### config.mk
export PLATFORM = sky130hd
export DESIGN_NAME = tcp_timestamp_option_extractor_flat
export DESIGN_NICKNAME = d
export VERILOG_FILES = /design/src/hdl/tsopt_pkg.sv /design/src/hdl/tsopt_req_if.sv /design/src/hdl/tsopt_rsp_if.sv /design/src/hdl/tsopt_parser.sv /design/src/hdl/tcp_timestamp_option_extractor.sv /design/src/flat_wrapper.sv
export VERILOG_INCLUDE_DIRS = /design/src /design/src/hdl
export SDC_FILE = /design/constraint.sdc
export NUM_CORES = 1
export LEC_CHECK = 0
export BUFFER_PORTS_ARGS = -buffer_cell sky130_fd_sc_hd__clkbuf_2
export CORE_ASPECT_RATIO = 1.4
export CORE_UTILIZATION = 55
export CTS_CLUSTER_DIAMETER = 200
export DETAILED_ROUTE_END_ITERATION = 6
export PLACE_DENSITY = 0.71
export SLEW_MARGIN = 20
export SYNTH_ARGS = -nofsm -noshare
export SYNTH_HDL_FRONTEND = slang
export SYNTH_SLANG_ARGS = --single-unit
export TNS_END_PERCENT = 20
### constraint.sdc
create_clock -name clock -period 8.2 [get_ports clock]
set_input_delay 0.82 -clock clock [delete_from_list [all_inputs] [get_ports clock]]
set_output_delay 0.82 -clock clock [all_outputs]
set_load 0.01 [all_outputs]
### src/hdl/tcp_timestamp_option_extractor_assert.svh
// Assertion macros shared by the timestamp option extractor RTL.
// Depends on nothing; included by tsopt_parser and the top level.
`ifndef TCP_TIMESTAMP_OPTION_EXTRACTOR_ASSERT_SVH
`define TCP_TIMESTAMP_OPTION_EXTRACTOR_ASSERT_SVH

`ifndef SYNTHESIS

// same-cycle implication
`define TSOPT_ASSERT_IMPL(label, clk, rst, ante, cons) \
   label: assert property (@(posedge clk) disable iff (rst) (ante) |-> (cons)) \
      else $error("tsopt assertion failed");

// next-cycle implication
`define TSOPT_ASSERT_NEXT(label, clk, rst, ante, cons) \
   label: assert property (@(posedge clk) disable iff (rst) (ante) |=> (cons)) \
      else $error("tsopt assertion failed");

`else

`define TSOPT_ASSERT_IMPL(label, clk, rst, ante, cons)
`define TSOPT_ASSERT_NEXT(label, clk, rst, ante, cons)

`endif

`endif

### src/hdl/tsopt_pkg.sv
// Types and constants for the TCP timestamp option extractor.
// No dependencies; used by the parser and the top level.
package tsopt_pkg;

   // header byte positions within the frame
   localparam logic [7:0] POS_ETYPE_HI = 8'd12;
   localparam logic [7:0] POS_ETYPE_LO = 8'd13;
   localparam logic [7:0] POS_IHL      = 8'd14;
   localparam logic [7:0] POS_PROTO    = 8'd23;

   // fixed sizes and offsets
   localparam logic [8:0] ETH_HDR_LEN      = 9'd14;
   localparam logic [8:0] ETH_IP_MIN_LEN   = 9'd34;
   localparam logic [7:0] TCP_HDR_LEN      = 8'd20;
   localparam logic [7:0] TCP_OFFSET_POS   = 8'd12;
   localparam logic [7:0] TCP_LAST_FIX_POS = 8'd19;
   localparam logic [3:0] IHL_MIN          = 4'd5;
   localparam logic [3:0] TCP_WORDS_MIN    = 4'd5;

   // protocol codes
   localparam logic [15:0] ETHERTYPE_IPV4 = 16'h0800;
   localparam logic [7:0]  PROTO_TCP      = 8'd6;
   localparam logic [7:0]  OPT_EOL        = 8'd0;
   localparam logic [7:0]  OPT_NOP        = 8'd1;
   localparam logic [7:0]  OPT_TS         = 8'd8;
   localparam logic [7:0]  OPT_TS_LEN     = 8'd10;
   localparam logic [7:0]  OPT_LEN_MIN    = 8'd2;
   localparam logic [7:0]  TS_DATA_BYTES  = 8'd8;
   localparam logic [7:0]  TS_ECHO_BYTES  = 8'd4;

   localparam logic [15:0] PORT_MATCH_RESET = 16'd8080;

   // option walk phase
   typedef enum logic [2:0] {
      PH_IDLE,
      PH_KIND,
      PH_LEN,
      PH_SKIP,
      PH_STAMP
   } tsopt_phase_type;

   // one verdict per frame
   typedef struct packed {
      logic        verdict;
      logic        record_valid;
      logic [31:0] sender_ts;
      logic [31:0] echo_ts;
   } tsopt_result_type;

endpackage

### src/hdl/tsopt_req_if.sv
// Frame byte channel: valid/ready handshake with one byte per beat.
// No dependencies.
interface tsopt_req_if;
   logic       valid;
   logic       ready;
   logic [7:0] data_byte;
   logic       last_byte;

   modport source (output valid, output data_byte, output last_byte, input ready);
   modport sink   (input valid, input data_byte, input last_byte, output ready);
endinterface

### src/hdl/tsopt_rsp_if.sv
// Verdict channel: valid/ready handshake with one frame result per beat.
// No dependencies.
interface tsopt_rsp_if;
   logic        valid;
   logic        ready;
   logic        verdict;
   logic        record_valid;
   logic [31:0] sender_ts;
   logic [31:0] echo_ts;

   modport source (output valid, output verdict, output record_valid,
                   output sender_ts, output echo_ts, input ready);
   modport sink   (input valid, input verdict, input record_valid,
                   input sender_ts, input echo_ts, output ready);
endinterface

### src/hdl/tsopt_parser.sv
// Per-frame header and TCP option parser state, one byte per step.
// Depends on tsopt_pkg and tcp_timestamp_option_extractor_assert.svh.
`include "tcp_timestamp_option_extractor_assert.svh"

module tsopt_parser #(
   parameter int MAX_OPTIONS = 10
) (
   input  logic                       clock,
   input  logic                       reset,
   input  logic                       step,
   input  logic [7:0]                 data_byte,
   input  logic                       last_byte,
   input  logic [15:0]                port_match,
   output tsopt_pkg::tsopt_result_type result
);

   localparam int SeenWidth = $clog2(MAX_OPTIONS + 1);

   logic [7:0]                 pos_ff, pos_in;
   logic [15:0]                etype_ff, etype_in;
   logic [3:0]                 ihw_ff, ihw_in;
   logic [7:0]                 proto_ff, proto_in;
   logic [15:0]                sport_ff, sport_in;
   logic [15:0]                dport_ff, dport_in;
   logic [3:0]                 thw_ff, thw_in;
   tsopt_pkg::tsopt_phase_type phase_ff, phase_in;
   logic [SeenWidth-1:0]       seen_ff, seen_in;
   logic [7:0]                 kind_ff, kind_in;
   logic [7:0]                 left_ff, left_in;
   logic [31:0]                sender_ff, sender_in;
   logic [31:0]                echo_ff, echo_in;
   logic                       found_ff, found_in;
   logic                       ended_ff, ended_in;

   logic [7:0] tcp_start;
   logic [7:0] tcp_end;
   logic       walk_en;
   logic       port_hit;
   logic       walk_start;
   logic       kind_stop;
   logic       len_stop;
   logic       is_ts;
   logic       ts_fits;
   logic [8:0] frame_len;
   logic [8:0] tcp_min_len;
   logic       rec;

   // tcp header window from the current header lengths
   assign tcp_start = 8'(tsopt_pkg::ETH_HDR_LEN) + {2'b00, ihw_ff, 2'b00};
   assign tcp_end   = tcp_start + {2'b00, thw_ff, 2'b00};
   assign walk_en   = (pos_ff > tsopt_pkg::POS_IHL) && (ihw_ff >= tsopt_pkg::IHL_MIN);

   // option walk decisions
   assign port_hit   = (sport_ff == port_match) || (dport_ff == port_match);
   assign walk_start = (pos_ff == tcp_start + tsopt_pkg::TCP_LAST_FIX_POS) && !ended_ff
                       && (etype_ff == tsopt_pkg::ETHERTYPE_IPV4)
                       && (proto_ff == tsopt_pkg::PROTO_TCP)
                       && port_hit && (thw_ff > tsopt_pkg::TCP_WORDS_MIN);
   assign kind_stop  = (seen_ff >= SeenWidth'(MAX_OPTIONS)) || (pos_ff >= tcp_end)
                       || (data_byte == tsopt_pkg::OPT_EOL);
   assign len_stop   = (pos_ff >= tcp_end) || (data_byte < tsopt_pkg::OPT_LEN_MIN);
   assign is_ts      = (kind_ff == tsopt_pkg::OPT_TS) && (data_byte == tsopt_pkg::OPT_TS_LEN);
   assign ts_fits    = ({1'b0, pos_ff} + 9'd9) <= {1'b0, tcp_end};

   // fixed header fields and tcp ports
   always_comb begin
      pos_in   = (pos_ff == 8'hFF) ? pos_ff : pos_ff + 8'd1;
      etype_in = etype_ff;
      ihw_in   = ihw_ff;
      proto_in = proto_ff;
      sport_in = sport_ff;
      dport_in = dport_ff;
      thw_in   = thw_ff;
      case (pos_ff)
         tsopt_pkg::POS_ETYPE_HI: etype_in[15:8] = data_byte;
         tsopt_pkg::POS_ETYPE_LO: etype_in[7:0]  = data_byte;
         tsopt_pkg::POS_IHL:      ihw_in         = data_byte[3:0];
         tsopt_pkg::POS_PROTO:    proto_in       = data_byte;
         default: ;
      endcase
      if (walk_en) begin
         if (pos_ff == tcp_start) begin
            sport_in[15:8] = data_byte;
         end else if (pos_ff == tcp_start + 8'd1) begin
            sport_in[7:0] = data_byte;
         end else if (pos_ff == tcp_start + 8'd2) begin
            dport_in[15:8] = data_byte;
         end else if (pos_ff == tcp_start + 8'd3) begin
            dport_in[7:0] = data_byte;
         end else if (pos_ff == tcp_start + tsopt_pkg::TCP_OFFSET_POS) begin
            thw_in = data_byte[7:4];
         end
      end
   end

   // walk phase next state
   always_comb begin
      phase_in = phase_ff;
      if (walk_en) begin
         case (phase_ff)
            tsopt_pkg::PH_IDLE: begin
               if (walk_start) phase_in = tsopt_pkg::PH_KIND;
            end
            tsopt_pkg::PH_KIND: begin
               if (kind_stop) begin
                  phase_in = tsopt_pkg::PH_IDLE;
               end else if (data_byte != tsopt_pkg::OPT_NOP) begin
                  phase_in = tsopt_pkg::PH_LEN;
               end
            end
            tsopt_pkg::PH_LEN: begin
               if (len_stop) begin
                  phase_in = tsopt_pkg::PH_IDLE;
               end else if (is_ts) begin
                  phase_in = ts_fits ? tsopt_pkg::PH_STAMP : tsopt_pkg::PH_IDLE;
               end else if (data_byte == tsopt_pkg::OPT_LEN_MIN) begin
                  phase_in = tsopt_pkg::PH_KIND;
               end else begin
                  phase_in = tsopt_pkg::PH_SKIP;
               end
            end
            tsopt_pkg::PH_SKIP: begin
               if (left_ff == 8'd1) phase_in = tsopt_pkg::PH_KIND;
            end
            tsopt_pkg::PH_STAMP: begin
               if (left_ff == 8'd1) phase_in = tsopt_pkg::PH_IDLE;
            end
            default: phase_in = tsopt_pkg::PH_IDLE;
         endcase
      end
   end

   // walk datapath per phase
   always_comb begin
      seen_in   = seen_ff;
      kind_in   = kind_ff;
      left_in   = left_ff;
      sender_in = sender_ff;
      echo_in   = echo_ff;
      found_in  = found_ff;
      ended_in  = ended_ff;
      if (walk_en) begin
         case (phase_ff)
            tsopt_pkg::PH_IDLE: begin
               if (walk_start) seen_in = '0;
            end
            tsopt_pkg::PH_KIND: begin
               if (kind_stop) begin
                  ended_in = 1'b1;
               end else if (data_byte == tsopt_pkg::OPT_NOP) begin
                  seen_in = seen_ff + SeenWidth'(1);
               end else begin
                  kind_in = data_byte;
               end
            end
            tsopt_pkg::PH_LEN: begin
               if (len_stop) begin
                  ended_in = 1'b1;
               end else if (is_ts) begin
                  if (ts_fits) begin
                     left_in = tsopt_pkg::TS_DATA_BYTES;
                  end else begin
                     ended_in = 1'b1;
                  end
               end else begin
                  seen_in = seen_ff + SeenWidth'(1);
                  left_in = data_byte - tsopt_pkg::OPT_LEN_MIN;
               end
            end
            tsopt_pkg::PH_SKIP: begin
               left_in = left_ff - 8'd1;
            end
            tsopt_pkg::PH_STAMP: begin
               if (left_ff > tsopt_pkg::TS_ECHO_BYTES) begin
                  sender_in = {sender_ff[23:0], data_byte};
               end else begin
                  echo_in = {echo_ff[23:0], data_byte};
               end
               left_in = left_ff - 8'd1;
               if (left_ff == 8'd1) begin
                  found_in = 1'b1;
                  ended_in = 1'b1;
               end
            end
            default: ;
         endcase
      end
   end

   // frame verdict from the state after this byte
   assign frame_len   = {1'b0, pos_ff} + 9'd1;
   assign tcp_min_len = tsopt_pkg::ETH_HDR_LEN + {3'b000, ihw_in, 2'b00}
                        + {1'b0, tsopt_pkg::TCP_HDR_LEN};
   assign rec         = found_in && ((sender_in != '0) || (echo_in != '0));

   always_comb begin
      result              = '0;
      if (frame_len < tsopt_pkg::ETH_HDR_LEN) begin
         result.verdict = 1'b1;
      end else if (etype_in != tsopt_pkg::ETHERTYPE_IPV4) begin
         result.verdict = 1'b0;
      end else if (frame_len < tsopt_pkg::ETH_IP_MIN_LEN) begin
         result.verdict = 1'b1;
      end else if (proto_in != tsopt_pkg::PROTO_TCP) begin
         result.verdict = 1'b0;
      end else if (ihw_in < tsopt_pkg::IHL_MIN) begin
         result.verdict = 1'b0;
      end else if (frame_len < tcp_min_len) begin
         result.verdict = 1'b1;
      end else if (rec) begin
         result.record_valid = 1'b1;
         result.sender_ts    = sender_in;
         result.echo_ts      = echo_in;
      end
   end

   // state registers, cleared after each frame
   always_ff @(posedge clock) begin
      if (reset || (step && last_byte)) begin
         pos_ff    <= '0;
         etype_ff  <= '0;
         ihw_ff    <= '0;
         proto_ff  <= '0;
         sport_ff  <= '0;
         dport_ff  <= '0;
         thw_ff    <= '0;
         phase_ff  <= tsopt_pkg::PH_IDLE;
         seen_ff   <= '0;
         kind_ff   <= '0;
         left_ff   <= '0;
         sender_ff <= '0;
         echo_ff   <= '0;
         found_ff  <= 1'b0;
         ended_ff  <= 1'b0;
      end else if (step) begin
         pos_ff    <= pos_in;
         etype_ff  <= etype_in;
         ihw_ff    <= ihw_in;
         proto_ff  <= proto_in;
         sport_ff  <= sport_in;
         dport_ff  <= dport_in;
         thw_ff    <= thw_in;
         phase_ff  <= phase_in;
         seen_ff   <= seen_in;
         kind_ff   <= kind_in;
         left_ff   <= left_in;
         sender_ff <= sender_in;
         echo_ff   <= echo_in;
         found_ff  <= found_in;
         ended_ff  <= ended_in;
      end
   end

   // walk bookkeeping checks
   `TSOPT_ASSERT_IMPL(a_walk_not_ended, clock, reset, phase_ff != tsopt_pkg::PH_IDLE, !ended_ff)
   `TSOPT_ASSERT_IMPL(a_found_ends_walk, clock, reset, found_ff, ended_ff)
   `TSOPT_ASSERT_IMPL(a_seen_bound, clock, reset, 1'b1, seen_ff <= SeenWidth'(MAX_OPTIONS))

endmodule

### src/hdl/tcp_timestamp_option_extractor.sv
// TCP timestamp option extractor, top level.
// Depends on tsopt_pkg, tsopt_req_if, tsopt_rsp_if, tsopt_parser and the assert header.
//
// Frame bytes enter on req_if one per beat in wire order, last_byte set on
// the final byte. Exactly one beat leaves on rsp_if per frame, carrying the
// verdict (0 pass, 1 drop for a truncated header) and, for IPv4 TCP frames
// on the port held in the csr register, the TSval/TSecr pair when a nonzero
// timestamp option was found.
// Each byte is held in an input register and then folded into the parser
// state; the verdict is loaded into the result register at that same edge,
// and rsp_if.valid rises once the result register holds it. One byte is
// accepted every cycle, each making a single parser state update, unless a
// last byte is held back while the result register is full, as below.
// A pending result does not block the next frame's bytes: only a last byte
// waits in the input register while the result register is still full, and
// req_if.ready then drops until rsp_if.ready takes the older verdict.
// Reset clears the parser, both handshake registers and sets the port to
// 8080. csr_wr_en writes csr_wr_data to the port register; write it only
// between frames.
`include "tcp_timestamp_option_extractor_assert.svh"

module tcp_timestamp_option_extractor #(
   parameter int MAX_OPTIONS = 10
) (
   input  logic              clock,
   input  logic              reset,
   tsopt_req_if.sink         req_if,
   tsopt_rsp_if.source       rsp_if,
   input  logic              csr_wr_en,
   input  logic [15:0]       csr_wr_data
);

   logic        in_valid_ff, in_valid_in;
   logic [7:0]  in_byte_ff;
   logic        in_last_ff;
   logic        rsp_valid_ff, rsp_valid_in;
   logic [15:0] port_ff;
   logic        req_take;
   logic        out_free;
   logic        consume;
   logic        load_rsp;

   tsopt_pkg::tsopt_result_type res_ff;
   tsopt_pkg::tsopt_result_type res_next;

   // handshake control
   assign out_free       = !rsp_valid_ff || rsp_if.ready;
   assign consume        = in_valid_ff && (!in_last_ff || out_free);
   assign load_rsp       = consume && in_last_ff;
   assign req_if.ready   = !in_valid_ff || consume;
   assign req_take       = req_if.valid && req_if.ready;
   assign in_valid_in    = req_take || (in_valid_ff && !consume);
   assign rsp_valid_in   = load_rsp || (rsp_valid_ff && !rsp_if.ready);

   // port register
   always_ff @(posedge clock) begin
      if (reset) begin
         port_ff <= tsopt_pkg::PORT_MATCH_RESET;
      end else if (csr_wr_en) begin
         port_ff <= csr_wr_data;
      end
   end

   // input beat register
   always_ff @(posedge clock) begin
      if (reset) begin
         in_valid_ff <= 1'b0;
      end else begin
         in_valid_ff <= in_valid_in;
      end
   end

   always_ff @(posedge clock) begin
      if (req_take) begin
         in_byte_ff <= req_if.data_byte;
         in_last_ff <= req_if.last_byte;
      end
   end

   tsopt_parser #(
      .MAX_OPTIONS(MAX_OPTIONS)
   ) u_parser (
      .clock      (clock),
      .reset      (reset),
      .step       (consume),
      .data_byte  (in_byte_ff),
      .last_byte  (in_last_ff),
      .port_match (port_ff),
      .result     (res_next)
   );

   // result register
   always_ff @(posedge clock) begin
      if (reset) begin
         rsp_valid_ff <= 1'b0;
      end else begin
         rsp_valid_ff <= rsp_valid_in;
      end
   end

   always_ff @(posedge clock) begin
      if (load_rsp) begin
         res_ff <= res_next;
      end
   end

   assign rsp_if.valid        = rsp_valid_ff;
   assign rsp_if.verdict      = res_ff.verdict;
   assign rsp_if.record_valid = res_ff.record_valid;
   assign rsp_if.sender_ts    = res_ff.sender_ts;
   assign rsp_if.echo_ts      = res_ff.echo_ts;

   // result consistency and stage hand-off
   `TSOPT_ASSERT_IMPL(a_record_passes, clock, reset,
      rsp_valid_ff && res_ff.record_valid, !res_ff.verdict)
   `TSOPT_ASSERT_IMPL(a_no_record_zero, clock, reset,
      rsp_valid_ff && !res_ff.record_valid,
      (res_ff.sender_ts == 32'd0) && (res_ff.echo_ts == 32'd0))
   `TSOPT_ASSERT_NEXT(a_last_loads_rsp, clock, reset, load_rsp, rsp_valid_ff)
   `TSOPT_ASSERT_NEXT(a_held_beat, clock, reset,
      in_valid_ff && !consume, in_valid_ff && $stable(in_byte_ff))

endmodule
### src/flat_wrapper.sv
// flat-port wrapper written by rule: the top's interface ports become plain ports
module tcp_timestamp_option_extractor_flat 
#(
   parameter int MAX_OPTIONS = 10
)
  (clock, reset, csr_wr_en, csr_wr_data, req_if_valid, req_if_data_byte, req_if_last_byte, req_if_ready, rsp_if_valid, rsp_if_verdict, rsp_if_record_valid, rsp_if_sender_ts, rsp_if_echo_ts, rsp_if_ready);
  tsopt_req_if req_if_i ();
  tsopt_rsp_if rsp_if_i ();
  input  logic clock;
  input  logic reset;
  input  logic csr_wr_en;
  input  logic [15:0] csr_wr_data;
  input wire logic [$bits(req_if_i.valid)-1:0] req_if_valid;
  input wire logic [$bits(req_if_i.data_byte)-1:0] req_if_data_byte;
  input wire logic [$bits(req_if_i.last_byte)-1:0] req_if_last_byte;
  output wire logic [$bits(req_if_i.ready)-1:0] req_if_ready;
  output wire logic [$bits(rsp_if_i.valid)-1:0] rsp_if_valid;
  output wire logic [$bits(rsp_if_i.verdict)-1:0] rsp_if_verdict;
  output wire logic [$bits(rsp_if_i.record_valid)-1:0] rsp_if_record_valid;
  output wire logic [$bits(rsp_if_i.sender_ts)-1:0] rsp_if_sender_ts;
  output wire logic [$bits(rsp_if_i.echo_ts)-1:0] rsp_if_echo_ts;
  input wire logic [$bits(rsp_if_i.ready)-1:0] rsp_if_ready;
  assign req_if_i.valid = req_if_valid;
  assign req_if_i.data_byte = req_if_data_byte;
  assign req_if_i.last_byte = req_if_last_byte;
  assign req_if_ready = req_if_i.ready;
  assign rsp_if_valid = rsp_if_i.valid;
  assign rsp_if_verdict = rsp_if_i.verdict;
  assign rsp_if_record_valid = rsp_if_i.record_valid;
  assign rsp_if_sender_ts = rsp_if_i.sender_ts;
  assign rsp_if_echo_ts = rsp_if_i.echo_ts;
  assign rsp_if_i.ready = rsp_if_ready;
  tcp_timestamp_option_extractor #(.MAX_OPTIONS(MAX_OPTIONS)) u_core (.clock(clock), .reset(reset), .req_if(req_if_i), .rsp_if(rsp_if_i), .csr_wr_en(csr_wr_en), .csr_wr_data(csr_wr_data));
endmodule
; Yosys cells after proc, flatten, opt, wreduce, memory -nomap -nowiden
; Cells that the tools add are included.
; W data, S select, Z words.
[op_classes]
muxes = 45
bitwise_logic = 8
n_eq_ne = 39
add_sub_neg = 15
reduce_logical = 51
n_lt_le_gt_ge = 12
[op_table]
columns = op, count
row1 = $mux W32, 6
row2 = $mux W65, 1
row3 = $reduce_bool A32 Y1, 2
row4 = $eq A8 B8 Y1, 6
row5 = $mux W8, 6
row6 = $eq A8 B4 Y1 const B, 5
row7 = $eq A16 B16 Y1, 2
row8 = $mux W3, 8
row9 = $mux W4, 6
row10 = $add A8 B1 Y8 const B, 2
row11 = $add A8 B2 Y8 const B, 2
row12 = $eq A16 B12 Y1 const B, 1
row13 = $eq A8 B1 Y1 const B, 2
row14 = $ne A16 B12 Y1 const B, 1
row15 = $ne A2 B2 Y1 const B, 8
row16 = $pmux W8 S2, 1
row17 = $pmux W3 S5, 1
row18 = $reduce_and A5 Y1, 3
row19 = $add A4 B6 Y7 const A, 2
row20 = $reduce_and A7 Y1, 2
row21 = $logic_and A1 B1 Y1, 13
row22 = $mux W1, 13
row23 = $ne A3 B3 Y1 const B, 4
row24 = $pmux W4 S3, 1
row25 = 47 further kinds, 72
[word_totals]
input_bits = 30
out_inout_bits = 68
reg_bits = 254

; Depth between registers and ports, before layout
; Gate-level depths: netlist (run 1).
[depth]
word_depth = 10
mapped_depth = 19
depth_no_buf = 17

; By module
; Synthesis (run 1) repeated with hierarchy kept, for this count alone.
[unflattened]
cells_unflattened = 1375
area_unflattened_um2 = 12668.4
[by_module_without_submodules]
columns = mod, area_each_um2, cells_each, n_inst
row1 = tsopt_parser, 9714.3, 1236, 1
row2 = tcp_timestamp_option_extractor, 2954.1, 139, 1

; Worst setup path after synthesis (run 1)
; OpenSTA, ideal clock, no wires.
[synth_path]
path_type = reg2reg
from = register u_core.u_parser.ihw_ff[0]
to = register u_core.u_parser.left_ff[5]
arrival_ns = 3.665
path_stages_with_launch = 19
t_required_ns = 8.083
n_path_buf = 2
slack_ns = 4.418
period_less_slack_ns = 3.782
cell_sequence = dfxtp_1 -> buf_2 -> inv_1 -> ha_1 -> xor2_1 -> inv_1 -> ha_1 -> a21oi_1 -> nand2_1 -> xnor2_1 -> ha_1 -> and4_1 -> nand4_1 -> a21oi_1 -> o31ai_1 -> and3_1 -> buf_2 -> or4_1 -> a32o_1
[synth_via]
elab_chain_len = 6
[synth_rtl]
columns = element, line
row1 = start: declaration, tsopt_parser.sv:21  ; logic [3:0] ihw_ff, ihw_in;
row2 = start signal: assignment, tsopt_parser.sv:238  ; ihw_ff <= ihw_in;
row3 = $add A4 B6 Y7, tsopt_parser.sv:49  ; assign tcp_start = 8'(tsopt_pkg::ETH_HDR_LEN) + {2'b00, ihw_ff, 2'b00};
row4 = $add A8 B6 Y8, tsopt_parser.sv:50  ; assign tcp_end = tcp_start + {2'b00, thw_ff, 2'b00};
row5 = $ge A8 B8 Y1, tsopt_parser.sv:61  ; assign len_stop = (pos_ff >= tcp_end) || (data_byte < tsopt_pkg::OPT_LEN_MIN);
row6 = $logic_or A1 B1 Y1, tsopt_parser.sv:61
row7 = $ne A2 B2 Y1 (no source line), -
row8 = $reduce_and A5 Y1 (no source line) *, -
row9 = end signal: assignment, tsopt_parser.sv:246  ; left_ff <= left_in;
row10 = end: declaration, tsopt_parser.sv:29  ; logic [7:0] left_ff, left_in;
; Every way passes the cells marked *; elsewhere a longest branch is shown, timed or not.
; A chain may end at the register's enable or synchronous reset.

; Worst setup path after layout (run 1)
[layout_path]
from = register u_core.u_parser.ihw_ff[0]
to = register u_core.u_parser.left_ff[2]
; The elaborated chain is that of the path after synthesis.

==> impl_metrics.yaml, run 1 <==
outcome:
  status: "completed"
sta:
  slew_violations: 0
  fin_crit_sh_pct: 52.3
  relSlewSlack_pct: 27.6
  hold_violations: 0
  setup_viol: 0
  skew_ns: 0.0128
  rsz0062_at_grt: "false"
  fin_tns_setup_ns: 0
  fin_crit_ns: 4.29
  fmax_mhz: 233
  worst_pin_slew_ns: 1.08
placement:
  port_buffers: 97
  dpl_cell_area_mm2: 0.0137
  routabilityCongestion: 0.964
  dp_hpwl_mm: 23.9
power_and_ir_drop:
  p_int_mw: 2.02
  p_leak_nw: 5.48
  vdd_drop_max_v: 0.000171
  p_total_mw: 2.61
  p_seq_share_pct: 50.2
  p_clk_share_pct: 45.4
  power_density_mw_per_mm2: 180
  switching_share_pct: 22.6
  switchingPower_mw: 0.591
  p_comb_share_pct: 4.4
synth:
  synth_top_area_share_pct: 27.4
  ys.flop_type: "dfxtp_1"
  synth_xor_xnor_area_share_pct: 4.59
  ys_top_cells_by_area: "dfxtp_1 (27%), edfxtp_1 (17%), nand2_1 (8.4%)"
  synthArstFlopShare_pct: 0
  ys_ff_latch: 254
  syn_nets: 1558
  synthCells: 1491
  yosys-mux-area-fraction_pct: 5.67
  ys_types: 76
  synth_top_family_by_area: "simple AND/OR/NAND/NOR gates"
  yosys.area.top_type: "dfxtp_1"
  yosysWarnings: 0
  synth_adder_area_share_pct: 3.59
  ys_seq_area_share_pct: 44.6
  synthSimpleGateAreaFrac_pct: 21.6
  post_synth.cell_area_avg_um2: 8.78
  netlist_area_mm2: 0.0131
  synth-edff-count: 75
  synth-compound-area-share_pct: 15.5
grt:
  antenna_found_initial: 0
  grt_pass1_vias: 10600
  grt_max_degree: 80
  grt_pass1_wl_mm: 56.2
  grtUsageTotal_pct: 29.1
  overflow: 0
detailed_routing:
  ant_nets: 0
  drtIter0Drc: 888
  num_vias: 11200
  viasPerCell: 6.03
  first_pass_iters: 5
  drt-total-wl_mm: 35.7
  post_drt_wl_per_cell_um: 19.2
  drc: 0
critical_path:
  critPathMaxStageDelay_ns: 0.56
  worstPathArrival_ns: 4.73
  critPathRequiredTime_ns: 8.65
  timing.rr.start: "u_core.u_parser.ihw_ff[0]$_SDFFE_PP0P_"
  cp-startpoint: "u_core.u_parser.ihw_ff[0]$_SDFFE_PP0P_"
  start_kind: "flip-flop"
  crit_fanout: 9
  cp_cell_sequence: "inv_1 -> ha_1 -> xor2_1 -> inv_1 -> ha_1 -> a21oi_1 -> nand2_1 -> a21o_1 -> nand2_1 -> ha_1 -> a21oi_1 -> o21ai_0 -> a21oi_1 -> a31oi_1 -> or4_1 -> a221oi_1"
  critical_path_class: "flip-flop to flip-flop"
  critPathSlowestCell: "or4_1"
  crit_path_end_kind: "flip-flop"
floorplanning:
  die-area_mm2: 0.0244
  coreArea_mm2: 0.0233
  start_util_pct: 56.2
  die_w_um: 132
  io_pins: 98
  fp-row-count: 66
  die_y_um: 185
finish:
  multi_input_area_mm2: 0.00669
  layout_commonest_cell: "nand2_1"
  regArea_mm2: 0.00584
  synthToLayoutAreaGrowth_pct: 10.9
  mostFrequentLayoutCells: "nand2_1 (293), dfxtp_1 (179), a21oi_1 (150)"
  fillCellCount: 2052
  final_core_util_pct: 62.3
  drive_gt1_share_pct: 13.4
  finalInstanceArea_mm2: 0.0145
  final_nets: 1598
  antennaDiodeCount: 0
clock_tree:
  cts_tree: "done"
  cts_resized: 0
  clk_pin_slew_ns: 0.06
  cts.htree.levels: 1
  clk_latency_ns: 0.54
  ctsLongestPathBuffers: 3
  hold_buffers: 0
  cts_root_buf: "clkbuf_16"
  cts_sinks: 254
  cts_setup_buffers: 0
  cts-buffers-inserted: 26
flow_run:
  drv_cap: 0
min_path:
  hold_path_class: "primary input to flip-flop"
  hp-start: "req_if_last_byte"
-- critical path, delay by kind of cell, from the launching register on --
family          cells  cell delay (ns)
flops               1             0.51
simple gates        3             0.75
compound gates      7             1.52
fa+ha+maj           3             0.89
xor+xnor            1             0.25
buf+inv             2             0.28
-- sequential cells by signal, indices dropped and copies added, names as in the netlist, 3 cells and up --
register,count
u_core.rsp_if.echo_ts,32
u_core.rsp_if.sender_ts,32
u_core.u_parser.echo_ff,32
u_core.u_parser.sender_ff,32
u_core.port_ff,16
u_core.u_parser.dport_ff,16
u_core.u_parser.etype_ff,16
u_core.u_parser.sport_ff,16
u_core.in_byte_ff,8
u_core.u_parser.kind_ff,8
u_core.u_parser.left_ff,8
u_core.u_parser.pos_ff,8
u_core.u_parser.proto_ff,8
u_core.u_parser.ihw_ff,4
u_core.u_parser.seen_ff,4
u_core.u_parser.thw_ff,4
u_core.u_parser.phase_ff,3
-- synthesized netlist by cell type (12+ instances only) --
cell type	number
a21o_1	13
nand2_1	293
a21oi_1	150
nand4_1	18
xor2_1	14
ha_1	36
inv_1	30
o21ai_0	18
xnor2_1	52
clkbuf_1	71
dfxtp_1	179
edfxtp_1	75
or3_1	16
nor2b_1	15
mux2i_1	73
a21oi_2	31
nand3_1	24
nor4_1	32
nor3_1	15
buf_2	23
nor2_1	142
a31oi_1	13
and3_1	12
-- through the flow --
stage / setup slack, ns / hold slack [ns] / std cells
3_3_place_gp: 4.06 / 0.443 / 1809
3_5_place_dp: 3.98 / 0.454 / 1809
2_1_floorplan: 4.42 / 0.437 / 1491
6_report: 3.91 / 0.457 / 1857
4_1_cts: 3.96 / 0.438 / 1857
5_1_grt: 3.57 / 0.436 / 1857
-- path summary, 6_finish.rpt --
path / end / slack (ns) / depth (start not counted)
max: u_core.u_parser.left_ff[2]$_SDFFE_PP0P_ / 3.91 / 16
min: u_core.in_last_ff$_DFFE_PP_ / 0.46 / 1
max reg2reg: u_core.u_parser.left_ff[2]$_SDFFE_PP0P_ / 3.91 / 16
min reg2reg: u_core.u_parser.echo_ff[25]$_SDFFE_PP0P_ / 0.47 / 2
-- layer usage --
layer	up-vias	share of wire [%]	routed length [um]	track usage (%)
met2	430	50	17900	52.0
met4	0	6.2	2230	17.7
li1	5331	-	-	-
met3	137	5.5	1980	3.71
met1	5294	38	13700	32.9
met5	-	0	0	0
-- cells by family (layout without fill, tap and decap cells) --
logic type / Yosys count / in the layout
buffers and inverters: 135 / 195
xor gates and xnor gates: 67 / 67
AOI/OAI and AO/OA: 309 / 309
DFF: 254 / 254
and+or+nand+nor: 615 / 615
muxes: 74 / 74
adders and majority gates: 37 / 37
-- cell type report --
type / count / area share [%]
multi-input cells: 1102 / 46.1
flip-flops and latches: 254 / 40.2
clock buffers: 34 / 4.97
repair buffers: 117 / 4.38
well taps: 306 / 2.64
clock inverters: 14 / 0.939
inverters: 30 / 0.776
-- power groups by stage --
| stage | logic (mW) | clock network [mW] | registers, mW |
|---|---|---|---|
| final | 0.114 | 1.19 | 1.31 |
| after detailed placement | 0.113 | 0 | 1.34 |
| after global placement | 0.112 | 0 | 1.34 |
| after global routing | 0.121 | 1.26 | 1.31 |
| after floorplan | 0.0735 | 0 | 1.34 |
| after CTS | 0.114 | 1.20 | 1.31 |
No activity file was read; power rests on OpenSTA's default activity.
==> inputs of run 2 (changes only) <==
clock period = 4.5 ns   (was 8.2 ns; I/O delays follow)
==> run 2 against run 1 <==
Net effect:
- clock skew up 0.0083 ns
- worst setup slack worse by 3.6 ns
- global-route usage decreased by 0.59 points
- flip-flop and latch count unchanged
- register-to-register slack lost 3.6 ns
- non-clock buffer count grew 13
- largest power group unchanged
- critical path type unchanged
- sequential power grew 82%
- highest routed layer unchanged
==> impl_metrics.yaml, run 2 (same netlist as run 1, synthesis figures left out) <==
outcome:
  status: "completed"
clock_tree:
  cts_tree: "done"
  cts_sinks: 254
  cts_root_buf: "clkbuf_16"
  cts.htree.levels: 1
  hold_buffers: 0
  clk_latency_ns: 0.55
  ctsLongestPathBuffers: 3
  cts-buffers-inserted: 25
  clk_pin_slew_ns: 0.06
min_path:
  holdPathEnd: "u_core.in_byte_ff[4]$_DFFE_PP_"
  holdPathStages: 1
  hp-start: "req_if_data_byte[4]"
  hold_path_class: "primary input to flip-flop"
floorplanning:
  die_y_um: 185
  start_util_pct: 56.2
  io_pins: 98
  coreArea_mm2: 0.0233
  die-area_mm2: 0.0244
  fp-row-count: 66
  die_w_um: 132
detailed_routing:
  drt-total-wl_mm: 34.7
  viasPerCell: 5.92
  drtIter0Drc: 938
  post_drt_wl_per_cell_um: 18.6
  ant_nets: 0
  drc: 0
  first_pass_iters: 5
  num_vias: 11100
sta:
  rsz0062_at_grt: "false"
  setup_viol: 0
  skew_ns: 0.0211
  fin_crit_ns: 4.14
  slew_violations: 0
  fin_tns_setup_ns: 0
  worst_pin_slew_ns: 0.997
  hold_violations: 0
  holdWs_ns: 0.0800
  fmax_mhz: 241
  relSlewSlack_pct: 33.5
  fin_crit_sh_pct: 92.1
critical_path:
  critPathRequiredTime_ns: 4.95
  start_kind: "flip-flop"
  crit_fanout: 9
  critical_path_class: "flip-flop to flip-flop"
  r2r_setup_slack_ns: 0.36
  crit_path_end_kind: "flip-flop"
  regToRegEndpoint: "u_core.u_parser.left_ff[2]$_SDFFE_PP0P_"
  reg2regPathDepth: 16
  worstPathArrival_ns: 4.59
  timing.rr.start: "u_core.u_parser.ihw_ff[1]$_SDFFE_PP0P_"
placement:
  dp_hpwl_mm: 23.7
  port_buffers: 97
  routabilityCongestion: 0.945
finish:
  final_nets: 1610
  antennaDiodeCount: 0
  regArea_mm2: 0.00584
  fillCellCount: 2015
  layout_commonest_cell: "nand2_1"
  drive_gt1_share_pct: 14.5
  multi_input_area_mm2: 0.00670
  synthToLayoutAreaGrowth_pct: 11.8
  mostFrequentLayoutCells: "nand2_1 (293), dfxtp_1 (178), a21oi_1 (149)"
flow_run:
  drv_cap: 0
grt:
  overflow: 0
  grt_pass1_wl_mm: 55.2
  antenna_found_initial: 0
  grt_pass1_vias: 10400
  grtUsageTotal_pct: 28.5
  grt_max_degree: 93
power_and_ir_drop:
  p_leak_nw: 5.56
  vdd_drop_max_v: 0.000365
  power_density_mw_per_mm2: 323
## run 2: layout make-up
class	count	area share (%)
sequential	254	39.9
multi-input combinational	1102	45.8
clock buffer	35	5.09
clock inverter	11	0.692
tap	306	2.62
timing repair buffer	130	5.18
inverter	30	0.769
## run 2: worst max-delay path by stage
stage                                           start                                       to  slack [ns]  depth (start not counted)
2_1_floorplan  u_core.u_parser.ihw_ff[0]$_SDFFE_PP0P_  u_core.u_parser.left_ff[5]$_SDFFE_PP0P_        0.72                         18
3_3_place_gp   u_core.u_parser.ihw_ff[0]$_SDFFE_PP0P_  u_core.u_parser.left_ff[5]$_SDFFE_PP0P_        0.37                         16
3_5_place_dp   u_core.u_parser.ihw_ff[0]$_SDFFE_PP0P_  u_core.u_parser.left_ff[2]$_SDFFE_PP0P_        0.27                         16
4_1_cts        u_core.u_parser.ihw_ff[0]$_SDFFE_PP0P_  u_core.u_parser.left_ff[2]$_SDFFE_PP0P_        0.25                         16
5_1_grt        u_core.u_parser.ihw_ff[1]$_SDFFE_PP0P_  u_core.u_parser.left_ff[2]$_SDFFE_PP0P_        0.03                         16
6_report       u_core.u_parser.ihw_ff[1]$_SDFFE_PP0P_  u_core.u_parser.left_ff[2]$_SDFFE_PP0P_        0.36                         16
## run 2: where the power goes
| group | total (mW) | leakage (nW) | switching [mW] | internal [mW] |
|---|---|---|---|---|
| sequential | 2.39 | 2.27 | 0.0238 | 2.37 |
| combinational | 0.204 | 2.87 | 0.135 | 0.0688 |
| clock | 2.14 | 0.423 | 0.911 | 1.23 |
| total | 4.73 | 5.56 | 1.07 | 3.66 |
## run 2: metal layers
| metal | wire, um | vias to the layer above | GRT usage (%) | share of wire (%) |
|---|---|---|---|---|
| met5 | 0 | - | 0 | 0 |
| met4 | 1730 | 0 | 14.9 | 5.0 |
| met3 | 1910 | 104 | 3.52 | 5.5 |
| met2 | 17200 | 391 | 50.7 | 50 |
| met1 | 13800 | 5212 | 33.4 | 40 |
| li1 | - | 5355 | - | - |
## run 2: worst max-delay path: stages (launching register included)
cell	delay [ns]
dfxtp_1	0.41
inv_1	0.11
ha_1	0.28
xor2_1	0.26
inv_1	0.16
ha_1	0.33
a21oi_1	0.14
nand2_1	0.11
a21o_1	0.19
nand2_1	0.08
ha_1	0.24
a21oi_1	0.20
o21ai_0	0.22
a21oi_1	0.26
a31oi_2	0.23
or4_1	0.54
a221oi_1	0.28
## run 2: timing repair
| action | 4_1_cts | 5_1_grt |
|---|---|---|
| resized for setup | 0 | 3 |
| hold endpoints to repair | 0 | 0 |
| setup endpoints to repair | 0 | 5 |
| buffers inserted | 0 | 0 |
## run 2: through the flow
stage	std cells	total power [mW]	util (%)	area, um^2	worst slack (ns)
5_1_grt	1868	4.87	62.9	14600	0.0338
4_1_cts	1868	4.77	62.8	14600	0.254
3_5_place_dp	1822	2.65	59.2	13800	0.274
6_report	1868	4.73	62.9	14600	0.357
3_3_place_gp	1822	2.64	59.2	13800	0.373
2_1_floorplan	1491	2.57	-	13100	0.718
==> inputs of run 3 (changes only) <==
CTS_BUF_LIST = sky130_fd_sc_hd__clkbuf_4 sky130_fd_sc_hd__clkbuf_8   (was not set)
clock period = 4.9 ns   (was 4.5 ns; I/O delays follow)
==> run 3 against run 2 <==
Net effect:
- core utilization is 0.48 points lower
- total power decreased by 11%
- sequential share of layout area increased by 0.30 points
- sequential power is 8% lower
- worst hold slack improved by 0.039 ns
- worst setup slack improved by 0.30 ns
- count of clock-buffer cells in the layout rose by 22
- clock skew is 0.0070 ns higher
- flip-flop and latch count is the same
- via count is 0.57% higher
- critical path depth stayed put
- combinational power is 10% lower
- critical path type unchanged
- critical endpoint is now u_core.u_parser.left_ff[5]$_SDFFE_PP0P_
- largest power group unchanged
==> impl_metrics.yaml, run 3 (same netlist as run 1, synthesis figures left out) <==
floorplanning:
  fp-row-count: 66
  io_pins: 98
  coreArea_mm2: 0.0233
  die_w_um: 132
  die-area_mm2: 0.0244
  start_util_pct: 56.2
  die_y_um: 185
critical_path:
  critPathRequiredTime_ns: 5.33
  start_kind: "flip-flop"
  r2r_setup_slack_ns: 0.66
  crit_fanout: 9
  worstPathArrival_ns: 4.67
  cp-startpoint: "u_core.u_parser.ihw_ff[1]$_SDFFE_PP0P_"
  crit_path_end_kind: "flip-flop"
  timing.rr.start: "u_core.u_parser.ihw_ff[1]$_SDFFE_PP0P_"
  critical_path_class: "flip-flop to flip-flop"
finish:
  final_nets: 1616
  fillCellCount: 2061
  finalInstanceArea_mm2: 0.0145
  drive_gt1_share_pct: 15.5
  synthToLayoutAreaGrowth_pct: 11.0
  mostFrequentLayoutCells: "nand2_1 (292), dfxtp_1 (179), a21oi_1 (150)"
  layout_commonest_cell: "nand2_1"
  antennaDiodeCount: 0
detailed_routing:
  first_pass_iters: 5
  drtIter0Drc: 898
  num_vias: 11100
  drc: 0
  post_drt_wl_per_cell_um: 18.6
  ant_nets: 0
  viasPerCell: 5.90
  drt-total-wl_mm: 35.1
flow_run:
  drv_cap: 0
power_and_ir_drop:
  p_total_mw: 4.23
  p_leak_nw: 5.53
  vdd_drop_max_v: 0.000245
  power_density_mw_per_mm2: 291
sta:
  worst_pin_slew_ns: 1.09
  hold_violations: 0
  fmax_mhz: 236
  fin_tns_setup_ns: 0
  fin_crit_ns: 4.24
  slew_violations: 0
  rsz0062_at_grt: "false"
  relSlewSlack_pct: 27.3
  fin_crit_sh_pct: 86.6
  setup_viol: 0
  skew_ns: 0.0281
clock_tree:
  hold_buffers: 0
  cts_root_buf: "clkbuf_8"
  ctsLongestPathBuffers: 3
  cts_tree: "done"
  cts-buffers-inserted: 38
  cts.htree.levels: 2
  cts_sinks: 254
  cts_setup_buffers: 0
  clk_pin_slew_ns: 0.06
  clk_latency_ns: 0.55
  cts_resized: 0
outcome:
  status: "completed"
placement:
  dp_hpwl_mm: 23.8
  port_buffers: 97
  routabilityCongestion: 0.940
  dpl_cell_area_mm2: 0.0137
grt:
  overflow: 0
  grtUsageTotal_pct: 29.0
  antenna_found_initial: 0
  grt_pass1_wl_mm: 56.0
  grt_max_degree: 84
  grt_pass1_vias: 10700
min_path:
  hp-start: "req_if_data_byte[1]"
  hold_path_class: "primary input to flip-flop"
## run 3: cell types whose count changed in the layout (fill, tap and decap cells not counted), moves of 2 or more
| cell | previous run | this run |
|---|---|---|
| clkbuf_4 | 0 | 15 |
| clkbuf_1 | 4 | 0 |
| clkinv_4 | 2 | 0 |
| buf_4 | 31 | 25 |
| clkbuf_8 | 4 | 42 |
| clkbuf_16 | 27 | 0 |
## run 3: power breakdown
| group | internal (mW) | total, mW | switching [mW] |
|---|---|---|---|
| logic | 0.0606 | 0.183 | 0.122 |
| registers | 2.18 | 2.20 | 0.0241 |
| clock network | 1.02 | 1.85 | 0.832 |
## run 3: area by class of cell
cell class | instances | area [um^2] | area share [%]
multi-input combinational | 1102 | 6690 | 46.1
sequential | 254 | 5840 | 40.2
timing repair buffer | 123 | 693 | 4.77
clock buffer | 57 | 691 | 4.76
tap | 306 | 383 | 2.64
clock inverter | 12 | 118 | 0.810
inverter | 30 | 113 | 0.775
## run 3: path summary, 6_finish.rpt
| path | endpoint | cells after the start |
|---|---|---|
| worst max-delay path | u_core.u_parser.left_ff[5]$_SDFFE_PP0P_ | 16 |
| worst min-delay path | u_core.in_byte_ff[1]$_DFFE_PP_ | 1 |
| worst max register to register | u_core.u_parser.left_ff[5]$_SDFFE_PP0P_ | 16 |
| worst min register to register | u_core.u_parser.echo_ff[25]$_SDFFE_PP0P_ | 2 |
## run 3: critical path, cell delays in order, from the launching register on
cell and delay [ns]:
dfxtp_1 0.41, inv_1 0.11, ha_1 0.27, xor2_1 0.26, inv_1 0.15, ha_1 0.33
a21oi_1 0.15, nand2_1 0.11, a21o_1 0.19, nand2_1 0.10, ha_1 0.25, a21oi_1 0.21
o21ai_0 0.22, a21oi_1 0.26, a31oi_1 0.28, or4_1 0.56, a32o_1 0.27
## run 3: stage by stage
stage	instances	hold WS [ns]	util, %	setup WS [ns]
after floorplan	1491	0.437	-	1.12
after CTS	1884	0.0872	62.4	0.656
after global routing	1884	0.0940	62.4	0.318
final	1884	0.119	62.4	0.657
after detailed placement	1815	0.459	58.9	0.698
after global placement	1815	0.443	58.9	0.793
## run 3: per-layer routing
layer | track usage (%) | vias to the layer above | wire (um)
met3 | 3.88 | 115 | 1710
met5 | 0 | - | 0
met4 | 14.6 | 0 | 1710
li1 | - | 5361 | -
met2 | 52.3 | 385 | 17700
met1 | 33.6 | 5264 | 14000
